--- config.mk ---
export PLATFORM = sky130hd
export DESIGN_NAME = sorted_insertion_list_unit
export DESIGN_NICKNAME = d
export VERILOG_FILES = /design/src/sv/silu_pkg.sv /design/src/sv/sorted_insertion_list_unit.sv /design/src/sv/silu_cell.sv
export SDC_FILE = /design/constraint.sdc
export NUM_CORES = 1
export LEC_CHECK = 0
export BUFFER_PORTS_ARGS = -buffer_cell sky130_fd_sc_hd__buf_4
export CORE_ASPECT_RATIO = 1.25
export CORE_MARGIN = 2
export CORE_UTILIZATION = 65
export CTS_CLUSTER_DIAMETER = 120
export DETAILED_ROUTE_END_ITERATION = 8
export PLACE_DENSITY = 0.83
export SYNTH_ARGS = -nofsm -noshare
export SYNTH_HDL_FRONTEND = slang
export SYNTH_SLANG_ARGS = --single-unit
--- constraint.sdc ---
create_clock -name clk -period 6.4 [get_ports clk]
set_input_delay 0.64 -clock clk [delete_from_list [all_inputs] [get_ports clk]]
set_output_delay 0.64 -clock clk [all_outputs]
set_load 0.005 [all_outputs]
--- src/sv/silu_pkg.sv ---
// silu_pkg: shared constants, command and status codes, and types for the
// sorted insertion list unit. No dependencies.
package silu_pkg;

  localparam int CAPACITY = 16;
  localparam int KEY_BITS = 7;
  localparam int TAG_BITS = 16;
  localparam int CMD_BITS = 2;
  localparam int POS_BITS = 4;
  localparam int STATUS_BITS = 2;

  localparam int IDX_BITS = $clog2(CAPACITY);
  localparam int CNT_BITS = $clog2(CAPACITY + 1);
  localparam int CMP_BITS = (CNT_BITS > POS_BITS) ? CNT_BITS : POS_BITS;

  localparam int IN_W = CMD_BITS + KEY_BITS + TAG_BITS + POS_BITS;
  localparam int IN_DATA_W = ((IN_W + 7) / 8) * 8;
  localparam int OUT_W = STATUS_BITS + KEY_BITS + TAG_BITS + CNT_BITS;
  localparam int OUT_DATA_W = ((OUT_W + 7) / 8) * 8;

  typedef enum logic [CMD_BITS-1:0] {
    CMD_INSERT = 2'd0,
    CMD_REMOVE = 2'd1,
    CMD_READ   = 2'd2,
    CMD_NOP    = 2'd3
  } cmd_t;

  typedef enum logic [STATUS_BITS-1:0] {
    ST_DONE  = 2'd0,
    ST_FULL  = 2'd1,
    ST_RANGE = 2'd2,
    ST_SPARE = 2'd3
  } status_t;

  typedef struct packed {
    logic [KEY_BITS-1:0] key;
    logic [TAG_BITS-1:0] tag;
  } entry_t;

  // per-cell control, built by the top level for each position
  typedef struct packed {
    logic insert;    // accepted insert into a list that has room
    logic remove;    // accepted remove at a valid position
    logic occupied;  // cell index below entry count
    logic past_pos;  // cell index at or after the remove position
  } cell_ctl_t;

  typedef struct packed {
    logic [POS_BITS-1:0] position;
    logic [TAG_BITS-1:0] entry_tag;
    logic [KEY_BITS-1:0] entry_key;
    logic [CMD_BITS-1:0] cmd;
  } in_beat_t;

  typedef struct packed {
    logic [CNT_BITS-1:0]    entry_count;
    logic [TAG_BITS-1:0]    read_tag;
    logic [KEY_BITS-1:0]    read_key;
    logic [STATUS_BITS-1:0] status;
  } out_beat_t;

endpackage

--- src/sv/sorted_insertion_list_unit.sv ---
// sorted_insertion_list_unit: key-ordered list built as a row of silu_cell
// instances with a registered result beat. Depends on silu_pkg, silu_cell.
// The result beat is registered and appears in the cycle after the command beat is taken.
// Throughput: one command per cycle while m_tready holds; every cell updates in the same cycle.
// The output register is refilled in the cycle its beat is taken.
// Reset (rst, synchronous): entry count zero, no result pending.
module sorted_insertion_list_unit (
  input  logic                               clk,
  input  logic                               rst,
  input  logic                               s_tvalid,
  output logic                               s_tready,
  // cmd, entry_key, entry_tag, position
  input  logic [silu_pkg::IN_DATA_W-1:0]     s_tdata,
  output logic                               m_tvalid,
  input  logic                               m_tready,
  // status, read_key, read_tag, entry_count
  output logic [silu_pkg::OUT_DATA_W-1:0]    m_tdata
);

  localparam int N = silu_pkg::CAPACITY;

  silu_pkg::in_beat_t  in_beat;
  silu_pkg::out_beat_t res;
  silu_pkg::out_beat_t res_next;
  silu_pkg::entry_t    new_entry;
  silu_pkg::entry_t    cells [N];
  silu_pkg::cell_ctl_t ctl [N];
  logic [N-1:0]        gt;
  logic [silu_pkg::CNT_BITS-1:0] count;
  logic [silu_pkg::CNT_BITS-1:0] count_next;
  logic [silu_pkg::CMP_BITS-1:0] pos_ext;
  logic [silu_pkg::CMP_BITS-1:0] count_ext;
  logic [silu_pkg::IDX_BITS-1:0] rd_idx;
  logic fire, full, pos_ok, ins_ok, rem_ok;

  assign in_beat   = silu_pkg::in_beat_t'(s_tdata[silu_pkg::IN_W-1:0]);
  assign new_entry = '{key: in_beat.entry_key, tag: in_beat.entry_tag};
  assign s_tready  = !m_tvalid || m_tready;
  assign fire      = s_tvalid && s_tready;
  assign full      = (count == silu_pkg::CNT_BITS'(N));
  assign pos_ext   = silu_pkg::CMP_BITS'(in_beat.position);
  assign count_ext = silu_pkg::CMP_BITS'(count);
  assign pos_ok    = pos_ext < count_ext;
  assign rd_idx    = silu_pkg::IDX_BITS'(in_beat.position);
  assign ins_ok    = fire && (in_beat.cmd == silu_pkg::CMD_INSERT) && !full;
  assign rem_ok    = fire && (in_beat.cmd == silu_pkg::CMD_REMOVE) && pos_ok;

  for (genvar i = 0; i < N; i++) begin : g_cell
    silu_pkg::entry_t prev_e;
    silu_pkg::entry_t next_e;
    logic             prev_g;

    assign ctl[i].insert   = ins_ok;
    assign ctl[i].remove   = rem_ok;
    assign ctl[i].occupied = silu_pkg::CMP_BITS'(i) < count_ext;
    assign ctl[i].past_pos = silu_pkg::CMP_BITS'(i) >= pos_ext;

    if (i == 0) begin : g_first
      assign prev_e = new_entry;
      assign prev_g = 1'b0;
    end else begin : g_mid
      assign prev_e = cells[i-1];
      assign prev_g = gt[i-1];
    end
    if (i == N - 1) begin : g_last
      assign next_e = cells[i];
    end else begin : g_inner
      assign next_e = cells[i+1];
    end

    silu_cell u_cell (
      .clk        (clk),
      .ctl        (ctl[i]),
      .new_entry  (new_entry),
      .prev_entry (prev_e),
      .prev_gt    (prev_g),
      .next_entry (next_e),
      .entry      (cells[i]),
      .gt         (gt[i])
    );
  end

  always_comb begin
    count_next = count;
    if (ins_ok) begin
      count_next = count + silu_pkg::CNT_BITS'(1);
    end else if (rem_ok) begin
      count_next = count - silu_pkg::CNT_BITS'(1);
    end
  end

  always_ff @(posedge clk) begin
    if (rst) begin
      count    <= '0;
      m_tvalid <= 1'b0;
    end else begin
      count <= count_next;
      if (fire) begin
        m_tvalid <= 1'b1;
      end else if (m_tready) begin
        m_tvalid <= 1'b0;
      end
    end
  end

  always_comb begin
    res_next             = '0;
    res_next.status      = silu_pkg::ST_DONE;
    res_next.entry_count = count_next;
    case (in_beat.cmd)
      silu_pkg::CMD_INSERT: begin
        if (full) begin
          res_next.status = silu_pkg::ST_FULL;
        end
      end
      silu_pkg::CMD_REMOVE: begin
        if (!pos_ok) begin
          res_next.status = silu_pkg::ST_RANGE;
        end
      end
      silu_pkg::CMD_READ: begin
        if (pos_ok) begin
          res_next.read_key = cells[rd_idx].key;
          res_next.read_tag = cells[rd_idx].tag;
        end else begin
          res_next.status = silu_pkg::ST_RANGE;
        end
      end
      default: begin
      end
    endcase
  end

  always_ff @(posedge clk) begin
    if (fire) begin
      res <= res_next;
    end
  end

  assign m_tdata = silu_pkg::OUT_DATA_W'(res);

  a_count_bound: assert property (@(posedge clk) disable iff (rst)
    count <= silu_pkg::CNT_BITS'(N))
    else $error("entry count above capacity");

  a_full_flag: assert property (@(posedge clk) disable iff (rst)
    fire && (in_beat.cmd == silu_pkg::CMD_INSERT) && full |=>
      res.status == silu_pkg::ST_FULL && $stable(count))
    else $error("insert into full list not flagged");

  a_count_idle: assert property (@(posedge clk) disable iff (rst)
    !fire |=> $stable(count))
    else $error("entry count changed without a beat");

  a_result_pending: assert property (@(posedge clk) disable iff (rst)
    fire |=> m_tvalid && res.entry_count == count)
    else $error("result beat missing after command");

endmodule

--- src/sv/silu_cell.sv ---
// silu_cell: one position of the sorted list; holds an entry and shifts it
// toward either neighbor on insert or remove. Depends on silu_pkg.
module silu_cell (
  input  logic                clk,
  input  silu_pkg::cell_ctl_t ctl,
  input  silu_pkg::entry_t    new_entry,
  input  silu_pkg::entry_t    prev_entry,
  input  logic                prev_gt,
  input  silu_pkg::entry_t    next_entry,
  output silu_pkg::entry_t    entry,
  output logic                gt
);

  // an empty cell counts as greater, so the insert slot is the first such cell
  assign gt = !ctl.occupied || (new_entry.key < entry.key);

  always_ff @(posedge clk) begin
    if (ctl.insert) begin
      if (prev_gt) begin
        entry <= prev_entry;
      end else if (gt) begin
        entry <= new_entry;
      end
    end else if (ctl.remove && ctl.past_pos) begin
      entry <= next_entry;
    end
  end

endmodule
# After elaboration in Yosys (flattened, before gate mapping)
# Cells that the tools add are included.
[classes]
shift = 0
n_addsub = 2
n_bitwise = 1
muxes = 71
mul = 0
magnitude_cmp = 49
div_mod_pow = 0
reduce_logical = 91
n_eq_ne = 18
[op_table]
columns = ["operator", "n"]
rows = [
  ["$mux 23", 63],
  ["$lt 7x7->1", 16],
  ["$bmux 23 s4", 1],
  ["$ne 3x1->1 const B", 14],
  ["$lt 4x5->1 const A", 8],
  ["$reduce_and 2->1", 17],
  ["$reduce_bool 2->1", 17],
  ["$ge 4x4->1 const A", 7],
  ["$logic_and 1x1->1", 20],
  ["$lt 3x5->1 const A", 4],
  ["$logic_not 1->1", 18],
  ["$logic_or 1x1->1", 17],
  ["$ge 3x4->1 const A", 4],
  ["$lt 1x5->1 const A", 2],
  ["$lt 2x5->1 const A", 2],
  ["$mux 5", 2],
  ["$ge 1x4->1 const A", 2],
  ["$ge 2x4->1 const A", 2],
  ["$add 5x1->5 const B", 1],
  ["$eq 5x5->1 const B", 1],
  ["$ge 5x5->1 const B", 1],
  ["$lt 4x5->1", 1],
  ["$not 4->5", 1],
  ["$sub 5x1->5 const B", 1],
  ["other kinds (8)", 10],
]
[word_totals]
elab_cells = 270
mem_bits_ro = 0
regBits = 404
input_bits = 36
mem_count = 0
ramBits = 0
latchBits = 0
output_inout_bits = 34

# Depth between registers and ports, before layout
[logic_depth]
depth_word = 8
mapped_depth = 11
depth_no_buf = 8

# Hierarchy
# From an unflattened synthesis, not the netlist that was laid out.
[unflattened]
hier_cells = 2373
hier_area_um2 = 26738.1
[modules_own_cells]
columns = ["module", "n_inst", "cells_each", "seq_area_each_um2", "area_per_inst_um2"]
rows = [
  ["silu_cell", 16, 125, 690.7, 1366.3],
  ["sorted_insertion_list_unit", 1, 373, 1021.0, 4877.2],
]

# Worst setup path after synthesis
# No wires, ideal clock.
[synth_path]
path_kind = "in2reg"
start = "input port s_tdata[27] (netlist bit)"
end = "register g_cell[6].u_cell.entry[0] (netlist bit), enable pin"
t_required_ns = 5.983
arrival_ns = 3.182
stages = 8
setup_time_ns = 0.417
path_slack_ns = 2.801
n_path_buf = 1
path_cell_list = "ha_1 -> a21oi_1 -> o21ai_1 -> a21oi_2 -> clkbuf_1 -> nor2b_1 -> a21oi_1 -> a31oi_1"
[synth_via]
elab_chain_cells = 5
elab_cells_between_ends = 6
classes_between = "order compare (2); reduce/logical (4)"
[synth_rtl]
columns = ["element", "line", "rtl"]
rows = [
  ["start, declared", "sorted_insertion_list_unit.sv:13", "input logic [silu_pkg::IN_DATA_W-1:0] s_tdata,"],
  ["$lt 4x5->1", "sorted_insertion_list_unit.sv:43", "assign pos_ok = pos_ext < count_ext;"],
  ["$logic_and 1x1->1", "sorted_insertion_list_unit.sv:46", "assign rem_ok = fire && (in_beat.cmd == silu_pkg::CMD_REMOVE) && pos_ok;"],
  ["$logic_and 1x1->1 *", "silu_cell.sv:24", "end else if (ctl.remove && ctl.past_pos) begin"],
  ["$reduce_bool 2->1 (no line) *", "n/a", ""],
  ["$reduce_and 2->1 (no line) *", "n/a", ""],
  ["end signal, assigned", "silu_cell.sv:20", "entry <= prev_entry;"],
  ["end signal, assigned", "silu_cell.sv:22", "entry <= new_entry;"],
  ["end signal, assigned", "silu_cell.sv:25", "entry <= next_entry;"],
  ["end, declared", "silu_cell.sv:10", "output silu_pkg::entry_t entry,"],
]
# Mark *: on every way between the ends. The rest lies on a longest branch, timed or not.
# A chain may end at the register's enable or synchronous reset.

# Worst setup path in the final report
[layout_path]
start = "register count[4] (netlist bit)"
end = "register g_cell[12].u_cell.entry[10] (netlist bit), enable pin"
[layout_via]
elab_chain_cells = 5
elab_cells_between_ends = 15
classes_between = "order compare (3); eq/ne (2); reduce/logical (10)"
[layout_rtl]
columns = ["element", "line", "rtl"]
rows = [
  ["start, declared", "sorted_insertion_list_unit.sv:29", "logic [silu_pkg::CNT_BITS-1:0] count;"],
  ["start signal, assigned", "sorted_insertion_list_unit.sv:97", "count <= count_next;"],
  ["$lt 4x5->1 (tied with other cells)", "sorted_insertion_list_unit.sv:55", "assign ctl[i].occupied = silu_pkg::CMP_BITS'(i) < count_ext;"],
  ["$logic_not 1->1 (tied with other cells)", "silu_cell.sv:15", "assign gt = !ctl.occupied || (new_entry.key < entry.key);"],
  ["$logic_or 1x1->1 (tied with other cells)", "silu_cell.sv:15", ""],
  ["$ne 3x1->1 (no line) / $reduce_bool 2->1 (equally long branches)", "n/a", ""],
  ["$reduce_and 2->1 (no line) *", "n/a", ""],
  ["end signal, assigned", "silu_cell.sv:20", ""],
  ["end signal, assigned", "silu_cell.sv:22", ""],
  ["end signal, assigned", "silu_cell.sv:25", ""],
  ["end, declared", "silu_cell.sv:10", ""],
]
# Marked as above.

==> summary.md <==
| Metric | Value |
|---|---|
| Status | `completed` |
| EDFF count, synth | `just under 400` |
| Bufs on Longest Clock Path | `3` |
| DPL Wire Length | `47,400 um` |
| F_max | `250 MHz` |
| Area of the multi-input gates | `between 10,000 and 15,000 sq um` |
| Layout Utilization | `between 70% and 80%` |
| Clock latency on the worst-skew pair | `0.57 ns` |
| Power per cell area | `234 nW/um^2` |
| Initial antenna violation count | `5` |
| Num CTS Buffers | `42` |
| Mean Syn Cell Area | `11.2 sq um` |
| Placed cells | `roughly 2,600` |
| Via Count | `20,256` |
| Fin. Hold Viols | `0` |
| Layout cells sized above 1 | `approximately 15%` |
| Sequential share of the synthesized area | `around half` |
| Leakage | `10.2 nW` |
| Tightest Pin Transition | `about 1.2 ns` |
| GPL Wtd Cong | `between 0.9 and 1` |
| Sink Count | `around 400` |
| First-pass GRT wire length | `between 100,000 and 150,000 um` |
| Storage cell area | `around 12,000 sq um` |
| Arrival @ worst endpoint | `approximately 4.3 ns` |
| Cts hold-fix bufs | `0` |
| Via density | `roughly 7.5` |
| Hold crit path type | `in2reg` |
| CP endpoint kind | `flip-flop` |
| Mapped Area | `25,000 sq um` |
| RSZ-0062 raised after global routing | `false` |
| Crit path cell chain | `nand4bb_1 -> nand4_1 -> buf_4 -> nor3_1 -> a21oi_4 -> buf_4` |
| P&R area growth vs syn | `8.07%` |
| Clock transition at path regs | `approximately 0.060 ns` |
| Required @ worst endpoint | `6.65 ns` |
| Ys async rst share | `0%` |
| Placement Cell Area | `25,700 sq um` |
| Core ar. | `38,000 sq um` |
| Number of I/O port buffers | `between 60 and 70` |
| DRC | `0` |
| Final Max Slew Viols | `0` |
| Worst Skew | `~0.020 ns` |
| Final min period | `between 3 and 4 ns` |
| Pin count of the biggest net entering global routing | `~210` |
| Top cell type by total area after synthesis | `edfxtp_1` |
| Postcts setup bufs | `0` |
| Grt total ovfl | `0` |
| Setup TNS | `0 ns` |
| PostCTS Resize Cnt | `0` |
| CP Class | `reg2reg` |
| Die area | `40,000 sq um` |
| IO Pins | `70` |
| Fin cells | `about 2,700` |
| Commonest cells post-synth | `edfxtp_1 (398), nand2_1 (235), nor2_1 (190)` |
| Gr usage total | `between 30% and 40%` |
| Clock Root Buffer | `clkbuf_16` |
| Pre-antenna DRT Iters | `6` |
| Synth warnings | `0` |
| Ys flop type | `edfxtp_1` |
| Critical-path top delay cell | `dfxtp_1` |
| CP Max Fanout | `90` |
| Die span in y | `roughly 220 um` |
| Most frequent CP cell | `buf_4` |
| Main area contributors after synthesis | `edfxtp_1 (48%), mux4_2 (10%), ha_1 (5.4%)` |
| Die Wd | `about 180 um` |
| FF+latch count, synth | `404` |
| Initial Utilization | `~66%` |
| TritonCTS clock tree | `yes` |
| # fillers | `2,599` |
| Tcrit/Tclk final | `~62%` |
| Post-DR wirelength/cell | `roughly 29 um` |
| Max Cap Violations | `0` |
| Most common cell in the netlist | `edfxtp_1` |
| CP Launch Type | `flip-flop` |
| Number of distinct library cells after synthesis | `between 50 and 60` |
| Vias in the first global route | `slightly below 20,000` |
| Max_slew headroom | `around 17%` |
| Highest cell delay on the worst timing path | `about 0.93 ns` |
| Total Routed Length | `roughly 78,000 um` |
| Final Setup Violations | `0` |
| Syn Inst Count | `approximately 2,200` |
| Tot Pwr | `between 6 and 7 mW` |
| Peak supply drop | `~240 uV` |
| H-tree levels | `2` |
| Top cell type's share of synthesized area | `47.9%` |
| Final ANT Viol Nets | `0` |
| Post-Layout Inst Area | `between 20,000 and 30,000 sq um` |
| Row count | `80` |
| Initial DRC Count | `3,282` |
| Final net count | `approximately 2,300` |
## placed cells by master, fill, tap and decap left out, drive strengths merged, types with 4 or more instances in the layout
| cell | n |
|---|---|
| edfxtp | 398 |
| nand2 | 235 |
| nor2 | 190 |
| nand3 | 153 |
| a21oi | 132 |
| inv | 131 |
| mux4 | 115 |
| mux2i | 109 |
| ha | 107 |
| buf | 104 |
| o211ai | 86 |
| o21ai | 86 |
| o221ai | 52 |
| clkbuf | 52 |
| a221oi | 46 |
| nor2b | 36 |
| nand2b | 34 |
| o221a | 23 |
| clkinv | 20 |
| a21o | 17 |
| mux2 | 17 |
| a31oi | 10 |
| a211oi | 9 |
| nor3 | 8 |
| diode | 7 |
| dfxtp | 6 |
| a211o | 5 |
| xnor2 | 4 |
## cell type report
class	instances	share of cell area (%)
Sequential cell	404	44.8
Tap cell	492	2.28
Multi-Input combinational cell	1505	43.5
Inverter	129	1.80
Clock inverter	22	0.436
Clock buffer	52	4.12
Antenna cell	7	0.0650
Timing Repair Buffer	104	3.05
## report_power, final
part | internal (mW) | switching [mW]
logic | 0.329 | 0.540
registers | 3.04 | 0.0755
clock network | 1.23 | 1.08
total | 4.61 | 1.70
## sequential cells by signal (all words and copies together), names as in the netlist
register,flops
m_tdata,30
m_tvalid,1
count,5
g_cell.u_cell.entry,368
## per-stage QoR
step	setup WS, ns	hold WS (ns)
2_1_floorplan	2.80	0.538
3_3_place_gp	2.15	0.559
3_5_place_dp	2.13	0.570
4_1_cts	2.53	0.287
5_1_grt	2.34	0.285
6_report	2.40	0.290
## logic make-up after synthesis
logic type	share of synthesized area (%)
simple gates	11.7
fa+ha+maj	5.37
xor+xnor	0.140
flops	48.4
buf+inv	5.43
compound gates	13.4
mux	15.5
other cells	0.0150
## worst max-delay path: cells and delay by family, from the launching register on
family / cells / cell delay, ns
buffers and inverters: 2 / 1.13
AOI/OAI and AO/OA: 1 / 0.82
DFF: 1 / 0.93
and+or+nand+nor: 3 / 0.75
## metal layers
metal	vias to the layer above	global-route usage, %	routed length [um]
met1	9636	49.7	25800
li1	8380	-	-
met4	0	27.0	6320
met5	-	0	0
met3	444	10.2	10500
met2	1796	59.3	35400
## worst paths after layout
kind,slack (ns),endpoint,depth (start not counted),startpoint
hold reg to reg,0.59,g_cell[0].u_cell.entry[2],2,g_cell[1].u_cell.entry[2]
hold / removal,0.29,count[1],2,rst
setup / recovery,2.40,g_cell[12].u_cell.entry[10],6,count[4]
setup reg to reg,2.40,g_cell[12].u_cell.entry[10],6,count[4]
No activity file was read; power rests on OpenSTA's default activity.
